### src/hw/rtl/wvr_pkg.sv
// Package for the wavetable voice: command codes, phase format and
// the sequencer state type. Used by the interfaces and the top level.
package wvr_pkg;

  localparam int FRACT_BITS  = 8;
  localparam int PHASE_W     = 16;
  localparam int TABLE_AW    = 8;
  localparam int SAMPLE_W    = 16;
  localparam int LEVEL_W     = 8;
  localparam int RAMP_W      = 16;
  localparam int FUNC_W      = 3;

  localparam logic [FUNC_W-1:0] FUNC_TICK      = 3'd0;
  localparam logic [FUNC_W-1:0] FUNC_SET_STEP  = 3'd1;
  localparam logic [FUNC_W-1:0] FUNC_SET_LEVEL = 3'd2;
  localparam logic [FUNC_W-1:0] FUNC_TERMINATE = 3'd3;
  localparam logic [FUNC_W-1:0] FUNC_WRITE     = 3'd4;
  localparam logic [FUNC_W-1:0] FUNC_RESET     = 3'd5;

  typedef enum logic [2:0] {
    ST_IDLE,
    ST_READ,
    ST_SCALE,
    ST_RCHK,
    ST_RMUL,
    ST_RDIV,
    ST_RFIN,
    ST_DONE
  } state_t;

endpackage

### src/hw/rtl/wvr_in_if.sv
// Command channel of the wavetable voice: valid, ready and the command fields.
// Depends on wvr_pkg for the field widths.
interface wvr_in_if;
  import wvr_pkg::*;

  logic                       valid;
  logic                       ready;
  logic [FUNC_W-1:0]          func;
  logic [15:0]                target;
  logic [RAMP_W-1:0]          ramp_frames;
  logic [TABLE_AW-1:0]        wave_index;
  logic signed [SAMPLE_W-1:0] wave_sample;

  modport source (output valid, func, target, ramp_frames, wave_index, wave_sample,
                  input ready);
  modport sink   (input valid, func, target, ramp_frames, wave_index, wave_sample,
                  output ready);
endinterface

### src/hw/rtl/wvr_out_if.sv
// Result channel of the wavetable voice: valid, ready, sample and finished flag.
// Depends on wvr_pkg for the sample width.
interface wvr_out_if;
  import wvr_pkg::*;

  logic                       valid;
  logic                       ready;
  logic signed [SAMPLE_W-1:0] sample;
  logic                       finished;

  modport source (output valid, sample, finished, input ready);
  modport sink   (input valid, sample, finished, output ready);
endinterface

### src/hw/rtl/wavetable_voice_with_ramps.sv
// Top level of the wavetable voice: command decode, wave table, bit-serial
// level scaling and the shared bit-serial ramp multiply and divide.
// Depends on wvr_pkg, wvr_in_if and wvr_out_if.

// Every command other than a tick is taken without the voice leaving its idle
// state. A tick to an inactive voice goes straight to the done state. A tick to
// an active voice reads the wave table and runs the 8-step serial level multiply,
// then, for each of the step and level ramps that is moving, the 16-step serial
// multiply followed by the 16-step restoring divide, which both ramps share in
// turn. The result sits in an output register, so commands are taken while it
// waits to be collected.
module wavetable_voice_with_ramps (
  input  logic      clk,
  input  logic      rst,
  wvr_in_if.sink    cmd,
  wvr_out_if.source res
);
  import wvr_pkg::*;

  state_t state, state_next;

  logic signed [SAMPLE_W-1:0] wave_table [2**TABLE_AW];
  logic signed [SAMPLE_W-1:0] rd_data;

  logic [PHASE_W-1:0] phase;
  logic [15:0]        step_now, step_start, step_end, step_pos, step_len;
  logic [LEVEL_W-1:0] gain_now, gain_start, gain_end;
  logic [RAMP_W-1:0]  gain_pos, gain_len;
  logic               ending, active;

  logic [3:0]  cnt;
  logic        sel;
  logic [16:0] hi;
  logic [15:0] lo;

  logic signed [16:0]        sc_hi;
  logic [LEVEL_W-1:0]        sc_lo;
  logic signed [SAMPLE_W-1:0] sc_m;

  logic                       out_valid;
  logic signed [SAMPLE_W-1:0] out_sample;
  logic                       out_finished;

  logic                cmd_acc;
  logic                is_tick;
  logic                out_free;
  logic [TABLE_AW-1:0] rd_idx;
  logic [LEVEL_W-1:0]  gain_tgt;

  logic [15:0] cur_start, cur_end, cur_pos, cur_len, pos_n;
  logic        ramp_on, ramp_end, need_unit;
  logic [16:0] diff;
  logic        neg;
  logic [15:0] mag;
  logic [16:0] mul_sum;
  logic [16:0] div_t;
  logic        div_ge;
  logic [15:0] ramp_res;
  logic signed [16:0] sc_sum;

  assign cmd_acc  = cmd.valid && cmd.ready;
  assign is_tick  = cmd.func == FUNC_TICK;
  assign out_free = !out_valid || res.ready;
  assign rd_idx   = TABLE_AW'(phase >> FRACT_BITS);
  assign gain_tgt = (cmd.func == FUNC_TERMINATE) ? '0 : cmd.target[LEVEL_W-1:0];

  assign cur_start = sel ? {8'd0, gain_start} : step_start;
  assign cur_end   = sel ? {8'd0, gain_end}   : step_end;
  assign cur_pos   = sel ? gain_pos : step_pos;
  assign cur_len   = sel ? gain_len : step_len;
  assign pos_n     = cur_pos + 16'd1;
  assign ramp_on   = cur_len != 16'd0;
  assign ramp_end  = pos_n >= cur_len;
  assign need_unit = ramp_on && !ramp_end;

  assign diff     = {1'b0, cur_end} - {1'b0, cur_start};
  assign neg      = diff[16];
  assign mag      = neg ? 16'(-diff) : diff[15:0];
  assign mul_sum  = hi + {1'b0, (lo[0] ? mag : 16'd0)};
  assign div_t    = {hi[15:0], lo[15]};
  assign div_ge   = div_t >= {1'b0, cur_len};
  assign ramp_res = neg ? cur_start - lo : cur_start + lo;
  assign sc_sum   = sc_hi + (sc_lo[0] ? {sc_m[SAMPLE_W-1], sc_m} : 17'sd0);

  always_comb begin
    state_next = state;
    unique case (state)
      ST_IDLE:  if (cmd_acc && is_tick) state_next = active ? ST_READ : ST_DONE;
      ST_READ:  state_next = ST_SCALE;
      ST_SCALE: if (cnt == 4'd7) state_next = ST_RCHK;
      ST_RCHK: begin
        if (need_unit) state_next = ST_RMUL;
        else if (sel) state_next = ST_DONE;
      end
      ST_RMUL:  if (cnt == 4'd15) state_next = ST_RDIV;
      ST_RDIV:  if (cnt == 4'd15) state_next = ST_RFIN;
      ST_RFIN:  state_next = sel ? ST_DONE : ST_RCHK;
      ST_DONE:  if (out_free) state_next = ST_IDLE;
      default:  state_next = ST_IDLE;
    endcase
  end

  always_comb begin
    cmd.ready = state == ST_IDLE;
  end

  assign res.valid    = out_valid;
  assign res.sample   = out_sample;
  assign res.finished = out_finished;

  always_ff @(posedge clk) begin
    if (rst) begin
      state <= ST_IDLE;
      cnt   <= 4'd0;
      sel   <= 1'b0;
    end else begin
      state <= state_next;
      cnt   <= (state_next != state) ? 4'd0 : cnt + 4'd1;
      if (state == ST_SCALE) begin
        sel <= 1'b0;
      end else if ((state == ST_RCHK && !need_unit) || state == ST_RFIN) begin
        sel <= 1'b1;
      end
    end
  end

  always_ff @(posedge clk) begin
    if (cmd_acc && cmd.func == FUNC_WRITE) begin
      wave_table[cmd.wave_index] <= cmd.wave_sample;
    end
    if (cmd_acc && is_tick) begin
      rd_data <= wave_table[rd_idx];
    end
  end

  always_ff @(posedge clk) begin
    if (rst) begin
      phase      <= '0;
      step_now   <= '0;
      step_start <= '0;
      step_end   <= '0;
      step_pos   <= '0;
      step_len   <= '0;
      gain_now   <= '0;
      gain_start <= '0;
      gain_end   <= '0;
      gain_pos   <= '0;
      gain_len   <= '0;
      ending     <= 1'b0;
      active     <= 1'b0;
    end else begin
      if (cmd_acc) begin
        unique case (cmd.func)
          FUNC_TICK: begin
            if (active) phase <= phase + step_now;
          end
          FUNC_SET_STEP: begin
            step_start <= step_now;
            step_end   <= cmd.target;
            step_pos   <= '0;
            if (cmd.ramp_frames != '0 && step_now != cmd.target) begin
              step_len <= cmd.ramp_frames;
            end else begin
              step_now <= cmd.target;
              step_len <= '0;
            end
          end
          FUNC_SET_LEVEL, FUNC_TERMINATE: begin
            gain_start <= gain_now;
            gain_end   <= gain_tgt;
            gain_pos   <= '0;
            if (cmd.ramp_frames != '0 && gain_now != gain_tgt) begin
              gain_len <= cmd.ramp_frames;
            end else begin
              gain_now <= gain_tgt;
              gain_len <= '0;
            end
            if (cmd.func == FUNC_TERMINATE) ending <= 1'b1;
          end
          FUNC_RESET: begin
            phase    <= '0;
            step_now <= '0;
            step_pos <= '0;
            step_len <= '0;
            gain_now <= '0;
            gain_pos <= '0;
            gain_len <= '0;
            ending   <= 1'b0;
            active   <= 1'b1;
          end
          default: begin
          end
        endcase
      end
      if (state == ST_RCHK && ramp_on) begin
        if (ramp_end) begin
          if (sel) begin
            gain_now <= gain_end;
            gain_pos <= '0;
            gain_len <= '0;
          end else begin
            step_now <= step_end;
            step_pos <= '0;
            step_len <= '0;
          end
        end else if (sel) begin
          gain_pos <= pos_n;
        end else begin
          step_pos <= pos_n;
        end
      end
      if (state == ST_RFIN) begin
        if (sel) gain_now <= ramp_res[LEVEL_W-1:0];
        else step_now <= ramp_res;
      end
    end
  end

  // The level product is built one multiplier bit a cycle, low bit first, so
  // that the upper word ends as the product shifted down by eight.
  always_ff @(posedge clk) begin
    if (state == ST_IDLE) begin
      sc_hi <= '0;
    end else if (state == ST_READ) begin
      sc_hi <= '0;
      sc_lo <= gain_now;
      sc_m  <= rd_data;
    end else if (state == ST_SCALE) begin
      sc_hi <= {sc_sum[16], sc_sum[16:1]};
      sc_lo <= {sc_sum[0], sc_lo[LEVEL_W-1:1]};
    end
  end

  // The ramp unit first forms the magnitude of difference times position in
  // hi:lo, then divides it by the length, leaving the quotient in lo.
  always_ff @(posedge clk) begin
    unique case (state)
      ST_RCHK: begin
        hi <= '0;
        lo <= pos_n;
      end
      ST_RMUL: begin
        hi <= {1'b0, mul_sum[16:1]};
        lo <= {mul_sum[0], lo[15:1]};
      end
      ST_RDIV: begin
        hi <= div_ge ? div_t - {1'b0, cur_len} : div_t;
        lo <= {lo[14:0], div_ge};
      end
      default: begin
      end
    endcase
  end

  always_ff @(posedge clk) begin
    if (rst) begin
      out_valid <= 1'b0;
    end else if (state == ST_DONE && out_free) begin
      out_valid <= 1'b1;
    end else if (res.ready) begin
      out_valid <= 1'b0;
    end
  end

  always_ff @(posedge clk) begin
    if (state == ST_DONE && out_free) begin
      out_sample   <= sc_hi[SAMPLE_W-1:0];
      out_finished <= ending && gain_now == '0;
    end
  end

endmodule

### src/flat_wrapper.sv
// flat-port wrapper written by rule: the top's interface ports become plain ports
module wavetable_voice_with_ramps_flat import wvr_pkg::*;
  (clk, rst, cmd_valid, cmd_func, cmd_target, cmd_ramp_frames, cmd_wave_index, cmd_wave_sample, cmd_ready, res_valid, res_sample, res_finished, res_ready);
  wvr_in_if cmd_i ();
  wvr_out_if res_i ();
  input  logic clk;
  input  logic rst;
  input wire logic [$bits(cmd_i.valid)-1:0] cmd_valid;
  input wire logic [$bits(cmd_i.func)-1:0] cmd_func;
  input wire logic [$bits(cmd_i.target)-1:0] cmd_target;
  input wire logic [$bits(cmd_i.ramp_frames)-1:0] cmd_ramp_frames;
  input wire logic [$bits(cmd_i.wave_index)-1:0] cmd_wave_index;
  input wire logic [$bits(cmd_i.wave_sample)-1:0] cmd_wave_sample;
  output wire logic [$bits(cmd_i.ready)-1:0] cmd_ready;
  output wire logic [$bits(res_i.valid)-1:0] res_valid;
  output wire logic [$bits(res_i.sample)-1:0] res_sample;
  output wire logic [$bits(res_i.finished)-1:0] res_finished;
  input wire logic [$bits(res_i.ready)-1:0] res_ready;
  assign cmd_i.valid = cmd_valid;
  assign cmd_i.func = cmd_func;
  assign cmd_i.target = cmd_target;
  assign cmd_i.ramp_frames = cmd_ramp_frames;
  assign cmd_i.wave_index = cmd_wave_index;
  assign cmd_i.wave_sample = cmd_wave_sample;
  assign cmd_ready = cmd_i.ready;
  assign res_valid = res_i.valid;
  assign res_sample = res_i.sample;
  assign res_finished = res_i.finished;
  assign res_i.ready = res_ready;
  wavetable_voice_with_ramps u_core (.clk(clk), .rst(rst), .cmd(cmd_i), .res(res_i));
endmodule
### config.mk
export PLATFORM = sky130hd
export DESIGN_NAME = wavetable_voice_with_ramps_flat
export DESIGN_NICKNAME = d
export VERILOG_FILES = /design/src/hw/rtl/wvr_pkg.sv /design/src/hw/rtl/wvr_in_if.sv /design/src/hw/rtl/wvr_out_if.sv /design/src/hw/rtl/wavetable_voice_with_ramps.sv /design/src/flat_wrapper.sv
export SDC_FILE = /design/constraint.sdc
export NUM_CORES = 2
export LEC_CHECK = 0
export ABC_AREA = 0
export BUFFER_PORTS_ARGS = -buffer_cell sky130_fd_sc_hd__buf_2
export CAP_MARGIN = 20
export CORE_ASPECT_RATIO = 0.75
export CORE_MARGIN = 2
export CORE_UTILIZATION = 65
export DETAILED_ROUTE_END_ITERATION = 12
export PLACE_DENSITY = 0.77
export SLEW_MARGIN = 20
export SYNTH_ARGS = -nofsm -noshare
export SYNTH_HDL_FRONTEND = slang
export SYNTH_SLANG_ARGS = --single-unit
export TNS_END_PERCENT = 100
### constraint.sdc
create_clock -name clk -period 12.8 [get_ports clk]
set_input_delay 1.28 -clock clk [delete_from_list [all_inputs] [get_ports clk]]
set_output_delay 1.28 -clock clk [all_outputs]
set_load 0.02 [all_outputs]
Word level (Yosys, flattened, before mapping)

Memory sizes are Yosys's and may differ from the RTL's. A register that Yosys moved wholly into a read port is not among the register bits.
Index checks and enable logic that the tools add are counted.

Bitwise operators: 1
Add/sub/neg operators: 10
Eq/ne operators: 19
Reduce and logical (&&, ||, !) cells: 38
$lt $le $gt $ge: 2
Mux-type cells: 72

Operators by type and width:

| operator                                                              | number |
|---|---|
| 16-bit two-way mux                                                    | 37 |
| 16-bit one-hot mux with 2 select lines                                | 4 |
| 8-bit two-way mux                                                     | 10 |
| 17-bit one-hot mux with 3 select lines                                | 1 |
| 16-bit one-hot mux with 3 select lines                                | 1 |
| 17-bit two-way mux                                                    | 2 |
| 16-bit adder                                                          | 2 |
| 16-bit nonzero test                                                   | 2 |
| 3-bit two-way mux                                                     | 9 |
| 3-bit one-hot mux with 8 select lines                                 | 1 |
| 3-bit equality test, second input constant                            | 6 |
| 17-bit by 16-bit adder with 17-bit output                             | 1 |
| 17-bit adder                                                          | 1 |
| 17-bit by 16-bit greater-or-equal comparator with 1-bit output        | 1 |
| 16-bit by 16-bit subtractor with 17-bit output                        | 1 |
| 17-bit by 16-bit subtractor with 17-bit output                        | 1 |
| 16-bit by 1-bit adder with 16-bit output, second input constant       | 1 |
| 16-bit greater-or-equal comparator                                    | 1 |
| 16-bit != test                                                        | 1 |
| 16-bit negator                                                        | 1 |
| 8-bit one-hot mux with 2 select lines                                 | 1 |
| 16-bit subtractor                                                     | 1 |
| 3-bit by 2-bit equality test with 1-bit output, second input constant | 4 |
| 1-bit logical AND                                                     | 10 |
| 20 further kinds                                                      | 42 |

Bits of input ports: 63
Output and inout bits: 19
Flip-flop bits (word level): 253
Word-level logic and storage cells: 167
Memories: 1
Bits in writable memories: 4096

Memory list:

| memory            | depth | width | rd ports | clocked after memory_dff | wr ports | RTL line                         | source |
|---|---|---|---|---|---|---|---|
| u_core.wave_table | 256   | 16    | 1        | 1                        | 1        | wavetable_voice_with_ramps.sv:22 | `logic signed [SAMPLE_W-1:0] wave_table [2**TABLE_AW];` |

Depth between registers and ports, before layout

Word-level depth: 12
Depth in mapped cells: 27
Mapped depth without buffers: 21

Worst setup path after synthesis

OpenSTA, ideal clock, no wires.

Kind: register to register
Start: reg u_core.sel
End: reg u_core.hi[15], data pin
Period minus slack after synthesis: 6.306 ns
Data required time: 12.670 ns
Slack: 6.494 ns
Data arrival time: 6.176 ns
Stages on the path, launching flop included: 27
Path through: dfxtp_1 buf_2 buf_2 buf_2 buf_2 buf_1 buf_1 mux2i_1 ha_1 clkbuf_1 a2111o_1 a31oi_1 o2111a_1 o31ai_2 clkbuf_1 nor2_1 xor2_1 nor2_1 ha_1 a211oi_1 o21ai_0 a211oi_1 o21ai_0 a41oi_1 o21bai_1 o41a_1 nand2_1

Cells in the longest elaborated chain, start to end: 7
Elaborated cells between the ends (all ways): 12
Classes of those cells: add/sub: 4; order compare: 1; mux: 7

RTL lines:

| element                                        | RTL line                                                           | source |
|---|---|---|
| start: declaration                             | wavetable_voice_with_ramps.sv:32                                   | `logic sel;` |
| start signal: assignment                       | wavetable_voice_with_ramps.sv:115                                  | `sel <= 1'b0;` |
| start signal: assignment                       | wavetable_voice_with_ramps.sv:120                                  | `sel <= 1'b0;` |
| start signal: assignment                       | wavetable_voice_with_ramps.sv:122                                  | `sel <= 1'b1;` |
| 16-bit two-way mux, on equally long branches   | wavetable_voice_with_ramps.sv:68, wavetable_voice_with_ramps.sv:67 |  |
| 16-bit by 16-bit subtractor with 17-bit output | wavetable_voice_with_ramps.sv:76                                   | `assign diff = {1'b0, cur_end} - {1'b0, cur_start};` |
| 16-bit negator                                 | wavetable_voice_with_ramps.sv:78                                   | `assign mag = neg ? 16'(-diff) : diff[15:0];` |
| 16-bit two-way mux                             | wavetable_voice_with_ramps.sv:78                                   |  |
| 16-bit two-way mux                             | wavetable_voice_with_ramps.sv:79                                   | `assign mul_sum = hi + {1'b0, (lo[0] ? mag : 16'd0)};` |
| 17-bit by 16-bit adder with 17-bit output      | wavetable_voice_with_ramps.sv:79                                   |  |
| 17-bit one-hot mux with 3 select lines (*)     | wavetable_voice_with_ramps.sv:237                                  | `unique case (state)` |
| end signal: assignment                         | wavetable_voice_with_ramps.sv:243                                  | `hi <= {1'b0, mul_sum[16:1]};` |
| end signal: assignment                         | wavetable_voice_with_ramps.sv:247                                  | `hi <= div_ge ? div_t - {1'b0, cur_len} : div_t;` |
| end: declaration                               | wavetable_voice_with_ramps.sv:33                                   | `logic [16:0] hi;` |

Mark *: on every way between the ends. The rest lies on a longest branch, timed or not.
A chain may end at the register's enable or synchronous reset.

==> metrics <==
Ys Warns 0; Pre-Repair DR Iteration Count 6; GP Congestion 0.923; Initial DRC Count 16.3k; htree depth 5; Crit path max-delay family buffers and inverters; Worst Slack Setup Final 5.98 ns; CTS root buf clkbuf_16; Critical Path Max Stage Delay 0.95 ns; number of library cell types mapped by synthesis 73; post-synthesis cell count 8,132; leakage power 58.6 nW; Total Neg Setup Slack 0 ns; Post-synth top flop edfxtp_1; first-pass GRT wire length 664,000 µm; Worst Path Arrival 7.47 ns; die width 601 µm; Clock power frac 0.394; commonest non-fill, non-tap cell in the layout edfxtp_1; Crit-path slowest cell buf_4; Clock Sinks 4,365; commonest cells after routing, fill and taps aside edfxtp_1 (4,186), mux4_2 (1,344), nor2_1 (433); vias in the first global route 88.8k; Max-slew headroom 0.162; hpwl dp 259,000 µm; Worst setup SP type flop; cell taking the most area after synthesis edfxtp_1; number of flops mapped to enable cells by yosys 4,186; hold crit path type flop to flop; Sw Ratio 0.226; total die area 271,000 µm²; power per cell area 153 nW/µm²; crit path kind flop to flop; Post-Synth Adder-Cell Area 0.00891; simple-gate share of the synthesized area 0.0266; mux cell area share after synthesis 0.179; Reg power frac 0.543; worst slack, placed 6.21 ns; buffer depth of the longest clock path 4; critical path cell sequence buf_4 -> buf_4 -> buf_4 -> mux4_2 -> mux4_2 -> mux4_2 -> a22oi_1 -> nand2_1; GRT Total Usage 0.348; status finished, final reports clean; biggest regs u_core.wave_table (4096), u_core.hi (17); Die Span Y 451 µm; Final ANT Viol Nets 0; number of flip-flops under the largest register name 4,096; largest net degree at the start of global routing 166; Peak VDD IR 0.192 mV; Pins Over Slew Limit 0; sequential share of the synthesized area 0.745; final std cells w/o fill 12.4k; Filler Cells Inserted 14.6k; Max Clock Freq 147 MHz; grt ovf 0; clock-pin slew on the worst setup and hold paths 0.07 ns; final setup vio count 0; fin util 0.723; Placement Cell Area 180,000 µm²; Port Buf Inserts 81; unrepaired setup endpoints after global routing false; Via Count 91.4k; CP Capture Type flop; Num CTS Buffers 391; I/O pin count 82; Avg Cell Area, Syn 21.3 µm²; Nets 8,705; P_int 22.7 mW; period utilisation layout 0.533; measured slew at the worst slew-check pin 1.25 ns; Net Count, Synth 8,315; clk_skew 0.0458 ns; worst skew pair latency 0.93 ns; wirelength, routed 472,000 µm; Max Cap Viol 0; top cells by area, synth edfxtp_1 (72%), mux4_2 (17%), dfxtp_1 (2.1%); Starting Density 0.652; largest family of logic cells by synthesized area multiplexers; post-synthesis xor/xnor area fraction 0.00631; tightest hold margin 0.461 ns; Cells after DPL 11.7k; vias per inst 7.36; Yosys top cell area share 0.725; TritonCTS clock tree yes; layout cells sized above 1 0.274; antenna violations before repair 60; Resized cells post-CTS 0; drt drc 0; Layout area overhead 10.8%; WP data required 13.45 ns; part of the power in combinational logic 0.063; Yosys reg bits 4,365; Placeable Area 266,000 µm²; crit path time final 6.82 ns; Final Hold Viols 0; Buf+Inv Stages, Crit Path 3; overall power 29.3 mW; Synth Area in Compound Gates 0.0218; switching pwr 6.61 mW; Synth async-reset ratio 0; # rows 164; worst-path maximum fanout 70; design area 192,000 µm²; Avg WL per Cell 38.0 µm; Mapped Area 173,000 µm²; Biggest register u_core.wave_table; post-CTS setup buffers 0; hold-fix buffers at CTS 0
area by class of cell:
cell class              count  area (µm²)  area share
diodes                     27        67.6    0.000352
inverters                  49         184    0.000957
clock inverters           236        2040      0.0106
multi-input cells        3274       42400       0.220
clock buffers             468       10200      0.0532
repair buffers            441        3480      0.0181
well taps                3569        4470      0.0232
flip-flops and latches   4365      129000       0.673
worst register-to-register path, delay by kind of cell (launching register included):
| kind | cells | cell delay (ns) |
|---|---|---|
| AO/OA/AOI/OAI | 1 | 0.92 |
| AND/OR/NAND/NOR | 1 | 0.11 |
| flip-flops | 1 | 0.75 |
| buffers and inverters | 3 | 2.90 |
| multiplexers | 3 | 1.88 |
path summary, 6_finish.rpt:
| kind | startpoint | slack, ns | depth (start not counted) | to |
|---|---|---|---|---|
| hold reg to reg | u_core.cnt[0] | 0.46 | 1 | u_core.cnt[0] |
| setup / recovery | u_core.phase[9] | 5.98 | 8 | u_core.rd_data[8] |
| hold / removal | u_core.cnt[0] | 0.46 | 1 | u_core.cnt[0] |
| setup reg to reg | u_core.phase[9] | 5.98 | 8 | u_core.rd_data[8] |
logic make-up after synthesis:
kind of cell,Yosys count
xor gates and xnor gates,125
adders and majority gates,120
buffers and inverters,493
and+or+nand+nor,1027
AOI/OAI and AO/OA,574
muxes,1428
DFF,4365
synth_stat cells (49+ instances only):
| master | count |
|---|---|
| edfxtp_1 | 4186 |
| mux4_2 | 1344 |
| nor2_1 | 461 |
| clkbuf_1 | 286 |
| nand2_1 | 250 |
| dfxtp_1 | 179 |
| a21oi_1 | 161 |
| ha_1 | 114 |
| a22oi_1 | 113 |
| buf_2 | 107 |
| o21ai_0 | 81 |
| xor2_1 | 73 |
| mux2i_1 | 62 |
| nand3_1 | 57 |
| xnor2_1 | 52 |
| inv_1 | 49 |
power groups by stage:
stage,clock (mW),sequential [mW],combinational (mW)
2_1_floorplan,0,16.1,1.11
3_3_place_gp,0,16.2,1.70
3_5_place_dp,0,16.2,1.76
4_1_cts,11.6,15.9,1.78
5_1_grt,12.1,15.9,1.97
6_report,11.6,15.9,1.85
per-layer routing:
layer  GRT usage  part of all wire  vias to the layer above
met4       0.120             0.040                       40
li1            -                 -                    34900
met3      0.0866              0.14                     1071
met5           0           0.00086                        -
met1       0.511              0.36                    47600
met2       0.522              0.46                     7864
Power figures use the tool's default switching activity.
